`src/hw/rtl/keypad_scan_auto_repeat_assert.svh`:
```
// ----------------------------------------------------------------------------
// Keypad scanner assertion macros
// Concurrent checks that can be compiled out by defining NO_ASSERTIONS.
// ----------------------------------------------------------------------------
`ifndef KEYPAD_SCAN_AUTO_REPEAT_ASSERT_SVH
`define KEYPAD_SCAN_AUTO_REPEAT_ASSERT_SVH

`ifndef NO_ASSERTIONS

// Same-cycle implication, sampled on clk, quiet during reset.
`define KPSAR_ASSERT_NOW(label, ante, cons) \
  label: assert property (@(posedge clk) disable iff (!rst_n) (ante) |-> (cons)) \
    else $error("keypad scanner check failed");

// Next-cycle implication, sampled on clk, quiet during reset.
`define KPSAR_ASSERT_NEXT(label, ante, cons) \
  label: assert property (@(posedge clk) disable iff (!rst_n) (ante) |=> (cons)) \
    else $error("keypad scanner check failed");

`else

`define KPSAR_ASSERT_NOW(label, ante, cons)
`define KPSAR_ASSERT_NEXT(label, ante, cons)

`endif

`endif

```
`src/hw/rtl/kpsar_pkg.sv`:
```
// ----------------------------------------------------------------------------
// kpsar_pkg
// Types and constants shared by the keypad scanner modules.
// ----------------------------------------------------------------------------
package kpsar_pkg;

  localparam int unsigned CFG_IDX_W  = 2;
  localparam int unsigned CFG_DATA_W = 16;

  // Configuration register indexes
  localparam logic [CFG_IDX_W-1:0] CFG_REFRESH_PERIOD = 2'd0;
  localparam logic [CFG_IDX_W-1:0] CFG_REPEAT_DELAY   = 2'd1;
  localparam logic [CFG_IDX_W-1:0] CFG_RPT_INTERVAL   = 2'd2;

  localparam logic [CFG_DATA_W-1:0] REFRESH_PERIOD_RST = 16'd10;
  localparam logic [CFG_DATA_W-1:0] REPEAT_DELAY_RST   = 16'd500;
  localparam logic [CFG_DATA_W-1:0] RPT_INTERVAL_RST   = 16'd100;

  typedef enum logic [2:0] {
    KEY_NONE   = 3'd0,
    KEY_UP     = 3'd1,
    KEY_DOWN   = 3'd2,
    KEY_RIGHT  = 3'd3,
    KEY_LEFT   = 3'd4,
    KEY_SELECT = 3'd5
  } key_t;

  typedef struct packed {
    logic up_pressed;
    logic right_pressed;
    logic select_pressed;
    logic left_pressed;
    logic down_pressed;
  } in_item_t;

  typedef struct packed {
    logic [2:0] event_key;
    logic [2:0] held_key;
  } out_item_t;

  typedef struct packed {
    logic [CFG_DATA_W-1:0] refresh_period;
    logic [CFG_DATA_W-1:0] repeat_delay;
    logic [CFG_DATA_W-1:0] rpt_interval;
  } cfg_t;

endpackage

```
`src/hw/rtl/kpsar_core.sv`:
```
// ----------------------------------------------------------------------------
// kpsar_core
// Tick counters, key sampling and auto-repeat decision for one tick per cycle while step_en is high.
// ----------------------------------------------------------------------------
module kpsar_core #(
  parameter int unsigned TIMER_WIDTH = 16
) (
  input  logic                 clk,
  input  logic                 rst_n,
  input  logic                 step_en,
  input  kpsar_pkg::in_item_t  keys,
  input  kpsar_pkg::cfg_t      cfg,
  output kpsar_pkg::out_item_t result
);
  import kpsar_pkg::*;

  localparam int unsigned CW = (TIMER_WIDTH > CFG_DATA_W) ? TIMER_WIDTH : CFG_DATA_W;
  localparam logic [TIMER_WIDTH-1:0] CNT_MAX = {TIMER_WIDTH{1'b1}};

  logic [TIMER_WIDTH-1:0] since_sample_r, since_sample_nxt;
  logic [TIMER_WIDTH-1:0] since_change_r, since_change_nxt;
  logic [TIMER_WIDTH-1:0] since_emit_r, since_emit_nxt;
  key_t                   cur_key_r, cur_key_nxt;

  logic [TIMER_WIDTH-1:0] sample_inc, change_inc, emit_inc;
  logic                   sample_fire;
  logic                   repeat_ok;
  key_t                   picked;
  key_t                   event_key;

  always_comb begin
    sample_inc = (since_sample_r == CNT_MAX) ? CNT_MAX : since_sample_r + TIMER_WIDTH'(1);
    change_inc = (since_change_r == CNT_MAX) ? CNT_MAX : since_change_r + TIMER_WIDTH'(1);
    emit_inc   = (since_emit_r   == CNT_MAX) ? CNT_MAX : since_emit_r + TIMER_WIDTH'(1);
  end

  // Fixed priority: up, right, select, left, down
  always_comb begin
    if (keys.up_pressed) begin
      picked = KEY_UP;
    end else if (keys.right_pressed) begin
      picked = KEY_RIGHT;
    end else if (keys.select_pressed) begin
      picked = KEY_SELECT;
    end else if (keys.left_pressed) begin
      picked = KEY_LEFT;
    end else if (keys.down_pressed) begin
      picked = KEY_DOWN;
    end else begin
      picked = KEY_NONE;
    end
  end

  assign sample_fire = CW'(sample_inc) > CW'(cfg.refresh_period);
  assign repeat_ok   = (CW'(change_inc) >= CW'(cfg.repeat_delay)) &&
                       (CW'(emit_inc) >= CW'(cfg.rpt_interval));

  always_comb begin
    since_sample_nxt = sample_inc;
    since_change_nxt = change_inc;
    since_emit_nxt   = emit_inc;
    cur_key_nxt      = cur_key_r;
    event_key        = KEY_NONE;
    if (sample_fire) begin
      since_sample_nxt = '0;
      if (picked != cur_key_r) begin
        cur_key_nxt      = picked;
        since_change_nxt = '0;
        since_emit_nxt   = '0;
        event_key        = picked;
      end else if (picked != KEY_NONE && repeat_ok) begin
        since_emit_nxt = '0;
        event_key      = picked;
      end
    end
  end

  assign result.event_key = event_key;
  assign result.held_key  = cur_key_nxt;

  always_ff @(posedge clk) begin
    if (!rst_n) begin
      since_sample_r <= '0;
      since_change_r <= '0;
      since_emit_r   <= '0;
      cur_key_r      <= KEY_NONE;
    end else if (step_en) begin
      since_sample_r <= since_sample_nxt;
      since_change_r <= since_change_nxt;
      since_emit_r   <= since_emit_nxt;
      cur_key_r      <= cur_key_nxt;
    end
  end

`include "keypad_scan_auto_repeat_assert.svh"

  // Emit timer restarts whenever the change timer does, so it never runs ahead
  `KPSAR_ASSERT_NOW(a_emit_not_ahead, 1'b1, since_emit_r <= since_change_r)
  // Held key stays a defined code
  `KPSAR_ASSERT_NOW(a_key_in_range, 1'b1, cur_key_r <= KEY_SELECT)
  // Any emitted key is the key held after the step
  `KPSAR_ASSERT_NOW(a_event_matches_key, event_key != KEY_NONE, event_key == cur_key_nxt)

endmodule

```
`src/hw/rtl/keypad_scan_auto_repeat.sv`:
```
// Path: an accepted tick is held in the input register, then stepped into the result register,
// from which its result transfers on out_ once the sink takes it.
// Throughput: one tick per cycle while the sink takes results; a stalled result lets one
// more tick into the input register, then in_stall rises until the sink drains.
// Reset (rst_n low, synchronous): timers cleared, held key none, registers at
// refresh_period 10, repeat_delay 500, repeat interval 100, pipeline emptied.
// ----------------------------------------------------------------------------
// keypad_scan_auto_repeat
// Keypad scanner with auto-repeat: one result per millisecond tick.
// ----------------------------------------------------------------------------
module keypad_scan_auto_repeat #(
  parameter int unsigned TIMER_WIDTH = 16
) (
  input  logic                                 clk,
  input  logic                                 rst_n,
  // tick channel
  input  logic                                 in_valid,
  output logic                                 in_stall,
  input  kpsar_pkg::in_item_t                  in_data,
  // result channel
  output logic                                 out_valid,
  input  logic                                 out_stall,
  output kpsar_pkg::out_item_t                 out_data,
  // configuration writes
  input  logic                                 cfg_we,
  input  logic [kpsar_pkg::CFG_IDX_W-1:0]      cfg_idx,
  input  logic [kpsar_pkg::CFG_DATA_W-1:0]     cfg_wdata
);
  import kpsar_pkg::*;

  cfg_t      cfg_r;

  // Input stage: registered tick waiting for the step logic
  logic      s1_valid_r;
  in_item_t  s1_data_r;

  // Result stage
  logic      out_valid_r;
  out_item_t out_data_r;

  logic      out_free;
  logic      s1_adv;
  logic      in_xfer;
  out_item_t step_result;
  logic      ev_shown;

  // The result register is free when empty or when its transfer happens now.
  assign out_free = !out_valid_r || !out_stall;
  // Advance the registered tick into the result register whenever room opens.
  assign s1_adv   = s1_valid_r && out_free;
  // Stall the source only when the input stage is full and cannot drain.
  assign in_stall = s1_valid_r && !out_free;
  assign in_xfer  = in_valid && !in_stall;

  // Configuration registers; writes must arrive only while no tick is in flight (not enforced here).
  always_ff @(posedge clk) begin
    if (!rst_n) begin
      cfg_r.refresh_period <= REFRESH_PERIOD_RST;
      cfg_r.repeat_delay   <= REPEAT_DELAY_RST;
      cfg_r.rpt_interval   <= RPT_INTERVAL_RST;
    end else if (cfg_we) begin
      case (cfg_idx)
        CFG_REFRESH_PERIOD: cfg_r.refresh_period <= cfg_wdata;
        CFG_REPEAT_DELAY:   cfg_r.repeat_delay   <= cfg_wdata;
        CFG_RPT_INTERVAL:   cfg_r.rpt_interval   <= cfg_wdata;
        default: ; // drop writes to unused indexes
      endcase
    end
  end

  // Input stage control
  always_ff @(posedge clk) begin
    if (!rst_n) begin
      s1_valid_r <= 1'b0;
    end else if (in_xfer) begin
      s1_valid_r <= 1'b1;
    end else if (s1_adv) begin
      s1_valid_r <= 1'b0;
    end
  end

  // Input stage payload: capture on every transfer
  always_ff @(posedge clk) begin
    if (in_xfer) begin
      s1_data_r <= in_data;
    end
  end

  // Step the timers and key state once per tick as it moves to the result stage.
  kpsar_core #(
    .TIMER_WIDTH (TIMER_WIDTH)
  ) u_core (
    .clk     (clk),
    .rst_n   (rst_n),
    .step_en (s1_adv),
    .keys    (s1_data_r),
    .cfg     (cfg_r),
    .result  (step_result)
  );

  // Result stage control: load on advance, clear after the sink takes it
  always_ff @(posedge clk) begin
    if (!rst_n) begin
      out_valid_r <= 1'b0;
    end else if (s1_adv) begin
      out_valid_r <= 1'b1;
    end else if (!out_stall) begin
      out_valid_r <= 1'b0;
    end
  end

  // Result payload: hold while stalled
  always_ff @(posedge clk) begin
    if (s1_adv) begin
      out_data_r <= step_result;
    end
  end

  assign out_valid = out_valid_r;
  assign out_data  = out_data_r;

  assign ev_shown = out_valid_r && (out_data_r.event_key != KEY_NONE);

`include "keypad_scan_auto_repeat_assert.svh"

  // A tick leaving the input stage always lands in the result register
  `KPSAR_ASSERT_NEXT(a_adv_lands, s1_adv, out_valid_r)
  // An emitted key is always the key held after that tick
  `KPSAR_ASSERT_NOW(a_event_is_held, ev_shown, out_data_r.event_key == out_data_r.held_key)
  // Held key code stays within the defined key set
  `KPSAR_ASSERT_NOW(a_held_in_range, out_valid_r, out_data_r.held_key <= KEY_SELECT)

endmodule
```
`config.mk`:
```
export PLATFORM = sky130hd
export DESIGN_NAME = keypad_scan_auto_repeat
export DESIGN_NICKNAME = d
export VERILOG_FILES = /design/src/hw/rtl/kpsar_pkg.sv /design/src/hw/rtl/kpsar_core.sv /design/src/hw/rtl/keypad_scan_auto_repeat.sv
export VERILOG_INCLUDE_DIRS = /design/src /design/src/hw/rtl
export SDC_FILE = /design/constraint.sdc
export NUM_CORES = 1
export LEC_CHECK = 0
export CORE_UTILIZATION = 35
export CTS_BUF_LIST = sky130_fd_sc_hd__clkbuf_4
export CTS_CLUSTER_DIAMETER = 30
export DETAILED_ROUTE_END_ITERATION = 8
export DONT_BUFFER_PORTS = 1
export GPL_TIMING_DRIVEN = 0
export PLACE_DENSITY = 0.48
export RECOVER_POWER = 25
export REMOVE_ABC_BUFFERS = 1
export SYNTH_ARGS = -nofsm -noshare
export SYNTH_HDL_FRONTEND = slang
export SYNTH_HIERARCHICAL = 1
export SYNTH_SLANG_ARGS = --single-unit
```
`constraint.sdc`:
```
create_clock -name clk -period 4 [get_ports clk]
set_input_delay 0.4 -clock clk [delete_from_list [all_inputs] [get_ports clk]]
set_output_delay 0.4 -clock clk [all_outputs]
set_load 0.01 [all_outputs]
```
==> results.tsv, run 1 <==
stage	metric	value	unit
worst_setup_path	required time reported for the critical path endpoint	4.39	ns
synth	proportion of register bits with asynchronous set or reset after synthesis	0	
grt	GRT Resource Usage Total	0.176	
grt	via count of the first global-routing pass	5446	
synth	distinct cell type count after synthesis	63	
route	number of iterations in the first detailed-routing pass	4	
route	# DRC	0	
cells_and_area	Final Net Count	876	
synth	Synth Cell Area	6730	um2
route	Starting DRT DRC Count	268	
route	post-detailed-route via-to-cell ratio	5.38	
clock_network	Num CTS Buffers	9	
flow_run	number of max-cap violations	0	
timing	crit share post-route	0.946	
grt	maximum number of pins on one net before global-route repair	70	
cells_and_area	ratio of cells with drive above 1 in the final layout	0.0948	
timing	slew at the pin closest to its max-slew limit	1.38	ns
pwr	Power Total	1.96	mW
synth	Synth Area per Inst	8.42	um2
timing	number of setup violations in the final report	0	
pwr	Worst VDD drop	0.117	mV
clock_network	CTS tree	done	
cells_and_area	P&R area growth vs syn	11.0	%
floorplanning	area of the die	19800	um2
synth	primary flip-flop cell chosen by synthesis mapping	sky130_fd_sc_hd__dfxtp_1	
synth	Seq/Total Area, Yosys	0.350	
timing	fmax	264	MHz
timing	Setup Total Neg Slack	0	ns
clock_network	cell chosen for the clock root	sky130_fd_sc_hd__clkbuf_4	
pwr	power density normalized to cell area	263	nW/um2
synth	area share of the largest cell type after synthesis	0.301	
pwr	Pleak	3.13	nW
floorplanning	Boundary Pins	36	
clock_network	H-Tree Depth	3	
worst_setup_path	data arrival time of the critical path	4.17	ns
worst_setup_path	critical path class	register to register	
clock_network	maximum clock insertion buffer count	2	
clock_network	number of hold buffers added after cts	14	
worst_setup_path	Critical Path Start Type	register	
grt	grt total ovfl	0	
route	DRT antenna net count	0	
synth	Post-Syn Instances	799	
place	placer's final routability congestion estimate	0.786	
synth	most repeated cell in the gate-level netlist after synthesis	sky130_fd_sc_hd__nand2_1	
clock_network	worst-skew pair later-pin latency	0.49	ns
cells_and_area	fin cells	1037	
synth	warning count from the yosys run	6	
cells_and_area	final core utilization	0.398	
synth	count of flip-flops with a built-in enable after synthesis	11	
floorplanning	num rows	50	
timing	final max-slew violation count	0	
synth	Commonest cells post-synth	sky130_fd_sc_hd__nand2_1, sky130_fd_sc_hd__dfxtp_1, sky130_fd_sc_hd__inv_1	
place	post-placement cell count	994	
route	DR vias	5581	
clock_network	total clock sinks	112	
worst_setup_path	crit end category	register	
floorplanning	die span in y	141	um
timing	Relative slew margins	0.0803	
timing	RSZ-0062 raised after global routing	true	
grt	number of antenna violations at the first check in global routing	1	
timing	post-layout minimum cycle time	3.79	ns
route	average wire length per cell after detail routing	16.6	um
synth	leading post-synthesis cells by cell area	sky130_fd_sc_hd__dfxtp_1, sky130_fd_sc_hd__ha_1, sky130_fd_sc_hd__nand2_1, sky130_fd_sc_hd__mux2i_1, sky130_fd_sc_hd__edfxtp_1	
run_status	run status	finished clean	
floorplanning	starting utilization of the core area	0.358	
place	Detail Placement HPWL	11.8	mm
worst_setup_path	maximum net fanout on the critical path	6	
synth	flop and latch count out of synthesis	112	
grt	global-route wire length before repair	27.5	mm
hold_path	class of the tightest hold or removal check	primary input to register	
place	count of buffers inserted at the top-level ports	0	
clock_network	CTS clock-pin slew for the worst setup and hold paths	0.16	ns
timing	Worst Clk Skew	0.0184	ns
timing	number of hold-slack violations in the final timing report	0	
synth	area leader, netlist	sky130_fd_sc_hd__dfxtp_1	
floorplanning	Die W	141	um
floorplanning	placeable core region	18800	um2
route	sum of routed wire length over all layers	17.2	mm
==> metal layers <==
layer | track usage | share of wire | up-vias | wire (um)
met4 | 0.0441 | 0.012 | 0 | 209
li1 | - | - | 2795 | -
met1 | 0.232 | 0.47 | 2668 | 8090
met3 | 0.0350 | 0.047 | 17 | 811
met2 | 0.295 | 0.47 | 101 | 8080
met5 | 0 | 0 | - | 0
==> metrics by stage <==
| stage | cell area (um2) | setup WS [ns] | hold slack (ns) |
|---|---|---|---|
| floorplan | 6500 | -2.06 | 0.435 |
| global placement | 6790 | -6.48 | 0.447 |
| detailed placement | 6880 | -0.957 | 0.450 |
| CTS | 7250 | -0.0210 | -0.0106 |
| global route | 7470 | -0.0230 | -0.0150 |
| finish | 7470 | 0.215 | 0.0644 |
==> worst max-delay path, stage by stage (launching register included) <==
cell and delay [ns]:
sky130_fd_sc_hd__dfxtp_1 0.47, sky130_fd_sc_hd__ha_2 0.28, sky130_fd_sc_hd__inv_1 0.10, sky130_fd_sc_hd__nor3_1 0.34, sky130_fd_sc_hd__nand3_1 0.13, sky130_fd_sc_hd__mux2_2 0.31
sky130_fd_sc_hd__ha_1 0.28, sky130_fd_sc_hd__nand4_1 0.15, sky130_fd_sc_hd__nor3_1 0.32, sky130_fd_sc_hd__nor4b_2 0.35, sky130_fd_sc_hd__nor3_2 0.14, sky130_fd_sc_hd__o2111ai_4 0.29
sky130_fd_sc_hd__nand3_2 0.23, sky130_fd_sc_hd__a32o_1 0.30
==> sequential cells by signal (all words and copies together), names as in the netlist <==
register and count:
s1_data_r 5, u_core/cur_key_r 3, u_core/since_emit_r 16, u_core/since_sample_r 16, out_data 6, out_valid 1
cfg_r 48, s1_valid_r 1, u_core/since_change_r 16
==> what timing repair did <==
action | in CTS | in global routing
endpoints found under the hold margin | 18 | 1
gates resized for setup | 20 | 23
cloned | 1 | 2
setup buffers | 0 | 9
pin swaps | 1 | 8
setup endpoints to repair | 57 | 57
==> cell families after synthesis <==
logic type,count (synthesis),synth area share
and+or+nand+nor,313,0.225
AOI/OAI and AO/OA,142,0.150
DFF,112,0.350
buffers and inverters,100,0.0658
adders and majority gates,51,0.0949
muxes,50,0.0751
xor gates and xnor gates,31,0.0404
==> report_power, final <==
| group | switching (mW) | internal, mW |
|---|---|---|
| logic | 0.113 | 0.0803 |
| clock network | 0.393 | 0.191 |
| registers | 0.0201 | 1.16 |
| total | 0.527 | 1.43 |
==> cell type report <==
type / instances / area (um2)
antenna: 1 / 2.50
clock buffer: 9 / 67.6
clock inverter: 7 / 68.8
fill: 1965 / 11300
inverter: 58 / 218
multi-input combinational: 590 / 4180
sequential: 112 / 2360
tap: 234 / 293
timing repair buffer: 26 / 283
==> final timing paths <==
path,startpoint,endpoint,slack (ns),depth (start not counted)
max,u_core/since_change_r[0],u_core/since_emit_r[12],0.21,13
min,rst_n,u_core/since_sample_r[11],0.06,1
max reg2reg,u_core/since_change_r[0],u_core/since_emit_r[12],0.21,13
min reg2reg,cfg_r[29],cfg_r[29],0.47,2
==> cell usage in the layout, fill, tap and decap left out, drive strengths merged, types with 3 or more instances in the layout <==
cell and n:
clkinv 3, a2111oi 3, nand3 43, and2 4
a21oi 44, o211ai 6, nand4b 3, nor4 4
nor2 45, xnor2 16, mux2i 46, nor2b 17
edfxtp 11, nand4 17, and3 12, nand2b 7
dfxtp 101, nand2 133, o21a 7, ha 51
nor3 13, a21boi 5, a211o 3, buf 12
a211oi 7, dlygate4sd3 14, a21o 6, and4 7
a32o 4, o21ai 22, xor2 15, a2bb2oi 15
clkbuf 9, inv 60, a31oi 8, mux2 4
Power figures use the tool's default switching activity.
==> run 2, diff against run 1 <==
--- a/config.mk
+++ b/config.mk
@@ -12,7 +12,7 @@
 export DETAILED_ROUTE_END_ITERATION = 8
 export DONT_BUFFER_PORTS = 1
 export GPL_TIMING_DRIVEN = 0
-export PLACE_DENSITY = 0.48
+export PLACE_DENSITY = 0.46
 export RECOVER_POWER = 25
 export REMOVE_ABC_BUFFERS = 1
 export SYNTH_ARGS = -nofsm -noshare
==> constraint.sdc (replaced) <==
create_clock -name clk -period 4.5 [get_ports clk]
set_input_delay 0.45 -clock clk [delete_from_list [all_inputs] [get_ports clk]]
set_output_delay 0.45 -clock clk [all_outputs]
set_load 0.01 [all_outputs]
==> results.tsv, run 2 (synthesized netlist as in run 1, its figures left out) <==
stage	metric	value	unit
floorplanning	Boundary Pins	36	
grt	maximum number of pins on one net before global-route repair	78	
floorplanning	die span in y	141	um
route	DRT antenna net count	0	
worst_setup_path	end of the worst register-to-register path	u_core/since_emit_r[13]	
clock_network	H-Tree Depth	3	
worst_setup_path	Critical Path Start Type	register	
hold_path	start point of the worst hold path	rst_n	
grt	GRT Resource Usage Total	0.172	
cells_and_area	flip-flop count of the largest register, all copies and words added	48	
cells_and_area	P&R area growth vs syn	6.01	%
clock_network	maximum clock insertion buffer count	2	
pwr	Worst VDD drop	0.120	mV
hold_path	Hold Path End	out_valid	
grt	via count of the first global-routing pass	5360	
timing	slew at the pin closest to its max-slew limit	2.76	ns
floorplanning	num rows	50	
floorplanning	Die W	141	um
place	placer's final routability congestion estimate	0.774	
route	Starting DRT DRC Count	315	
worst_setup_path	required time reported for the critical path endpoint	4.91	ns
floorplanning	placeable core region	18800	um2
timing	final max-slew violation count	17	
clock_network	worst-skew pair later-pin latency	0.51	ns
pwr	clock network power share	0.311	
grt	global-route wire length before repair	26.8	mm
timing	post-layout minimum cycle time	4.22	ns
cells_and_area	top library cells by usage in the layout, fill and taps aside	sky130_fd_sc_hd__nand2_1, sky130_fd_sc_hd__dfxtp_1, sky130_fd_sc_hd__inv_1, sky130_fd_sc_hd__ha_1, sky130_fd_sc_hd__mux2i_1	
route	average wire length per cell after detail routing	16.3	um
clock_network	total clock sinks	112	
clock_network	Num CTS Buffers	9	
pwr	combinational cell fraction of total power	0.088	
worst_setup_path	flop2flop setup slack	0.28	ns
timing	number of hold-slack violations in the final timing report	0	
cells_and_area	most common library cell in the layout ignoring fill and taps	sky130_fd_sc_hd__nand2_1	
flow_run	number of max-cap violations	1	
worst_setup_path	data arrival time of the critical path	4.63	ns
run_status	failing checks	capacitance limit, slew limit	
place	count of buffers inserted at the top-level ports	0	
route	post-detailed-route via-to-cell ratio	5.38	
worst_setup_path	critical path class	register to register	
place	Detail Placement HPWL	11.7	mm
timing	fmax	237	MHz
pwr	Power Internal	1.27	mW
worst_setup_path	crit end category	register	
floorplanning	starting utilization of the core area	0.358	
clock_network	cell chosen for the clock root	sky130_fd_sc_hd__clkbuf_4	
hold_path	class of the tightest hold or removal check	primary input to register	
route	sum of routed wire length over all layers	16.6	mm
pwr	share of total power in sequential cells	0.601	
pwr	power dissipated by switching net loads	0.478	mW
timing	Worst Clk Skew	0.0313	ns
worst_setup_path	launch instance of the worst register-to-register path	u_core/since_change_r[0]	
cells_and_area	register with the most flip-flops	cfg_r	
pwr	Pleak	2.97	nW
hold_path	number of cells on the worst hold path	1	
grt	grt total ovfl	0	
timing	crit share post-route	0.938	
cells_and_area	final core utilization	0.380	
cells_and_area	Final Net Count	857	
pwr	Sw Ratio	0.274	
worst_setup_path	maximum net fanout on the critical path	13	
timing	Relative slew margins	-0.841	
route	# DRC	0	
timing	RSZ-0062 raised after global routing	false	
clock_network	CTS tree	done	
clock_network	CTS clock-pin slew for the worst setup and hold paths	0.18	ns
run_status	run status	finished with violations	
place	worst setup slack after placement	-0.437	ns
cells_and_area	ratio of cells with drive above 1 in the final layout	0.0651	
timing	number of setup violations in the final report	0	
floorplanning	area of the die	19800	um2
worst_setup_path	depth of the worst register-to-register path	13	
route	number of iterations in the first detailed-routing pass	5	
timing	setup slack after layout	0.277	ns
route	DR vias	5475	
grt	number of antenna violations at the first check in global routing	1	
pwr	power density normalized to cell area	245	nW/um2
==> run 2: changes by cell type in the layout (fill, tap and decap cells not counted), sizes merged <==
cell	delta
dlygate4sd3	-6
buf	-11
a41o	-1
clkinv	-1
a21o	-1
clkinvlp	+1
==> run 2: worst max-delay path: stages, from the launching register on <==
cell and delay (ns):
sky130_fd_sc_hd__dfxtp_1 0.47, sky130_fd_sc_hd__ha_1 0.34, sky130_fd_sc_hd__inv_1 0.11, sky130_fd_sc_hd__nor4_2 0.46
sky130_fd_sc_hd__nand2b_2 0.28, sky130_fd_sc_hd__and2_1 0.26, sky130_fd_sc_hd__ha_1 0.26, sky130_fd_sc_hd__nand2b_1 0.14
sky130_fd_sc_hd__a2111oi_0 0.51, sky130_fd_sc_hd__nor4b_1 0.17, sky130_fd_sc_hd__nor3_2 0.32, sky130_fd_sc_hd__o2111ai_2 0.18
sky130_fd_sc_hd__a41o_2 0.42, sky130_fd_sc_hd__a311oi_2 0.21
==> run 2: layout make-up <==
type / count / area (um2)
fillers: 1951 / 11600
clock buffers: 9 / 67.6
clock inverters: 7 / 78.8
multi-input cells: 588 / 4020
well taps: 234 / 293
flip-flops and latches: 112 / 2350
diodes: 1 / 2.50
repair buffers: 9 / 100
inverters: 58 / 218
==> run 2: worst max path at each step <==
stage | startpoint | end | slack (ns)
after floorplan | out_stall | u_core/since_emit_r[13] | -1.61
after global placement | out_stall | u_core/since_emit_r[13] | -5.82
after detailed placement | u_core/since_emit_r[0] | u_core/since_emit_r[13] | -0.44
after CTS | u_core/since_sample_r[0] | out_data[0] | 0.06
after global routing | u_core/since_sample_r[0] | u_core/since_change_r[5] | 0.002
final | u_core/since_change_r[0] | u_core/since_emit_r[13] | 0.28
==> run 2: routing by layer <==
metal  vias to the layer above  wire, um  GRT usage
met5                         -         0          0
met4                         0       269     0.0561
met3                        15       671     0.0411
met2                       105      7640      0.279
met1                      2605      8000      0.226
li1                       2750         -          -
==> run 2: timing repair <==
| action | 4_1_cts | 5_1_grt |
|---|---|---|
| resized for setup | 6 | 9 |
| hold buffers | 6 | 2 |
| cloned | 0 | 1 |
| endpoints found under the setup margin | 19 | 37 |
| buffers inserted | 0 | 0 |
| pin swaps | 1 | 1 |
| endpoints found under the hold margin | 6 | 4 |
==> run 2: power by group through the flow <==
stage / clock network (mW) / registers (mW) / logic [mW]
after global placement: 0 / 1.07 / 0.140
after floorplan: 0 / 1.07 / 0.107
final: 0.544 / 1.05 / 0.154
after detailed placement: 0 / 1.07 / 0.147
after global routing: 0.608 / 1.06 / 0.172
after CTS: 0.572 / 1.05 / 0.152
==> run 2: metrics by stage <==
step	power, mW	std cells	hold WS [ns]	setup TNS [ns]	instance area (um2)
CTS	1.78	1014	0.0119	0	7070
finish	1.75	1018	0.0755	0	7130
floorplan	1.17	757	0.435	-52.05	6500
global route	1.84	1018	0.0146	0	7130
detailed placement	1.22	992	0.451	-5.73	6840
global placement	1.21	991	0.444	-253.92	6790
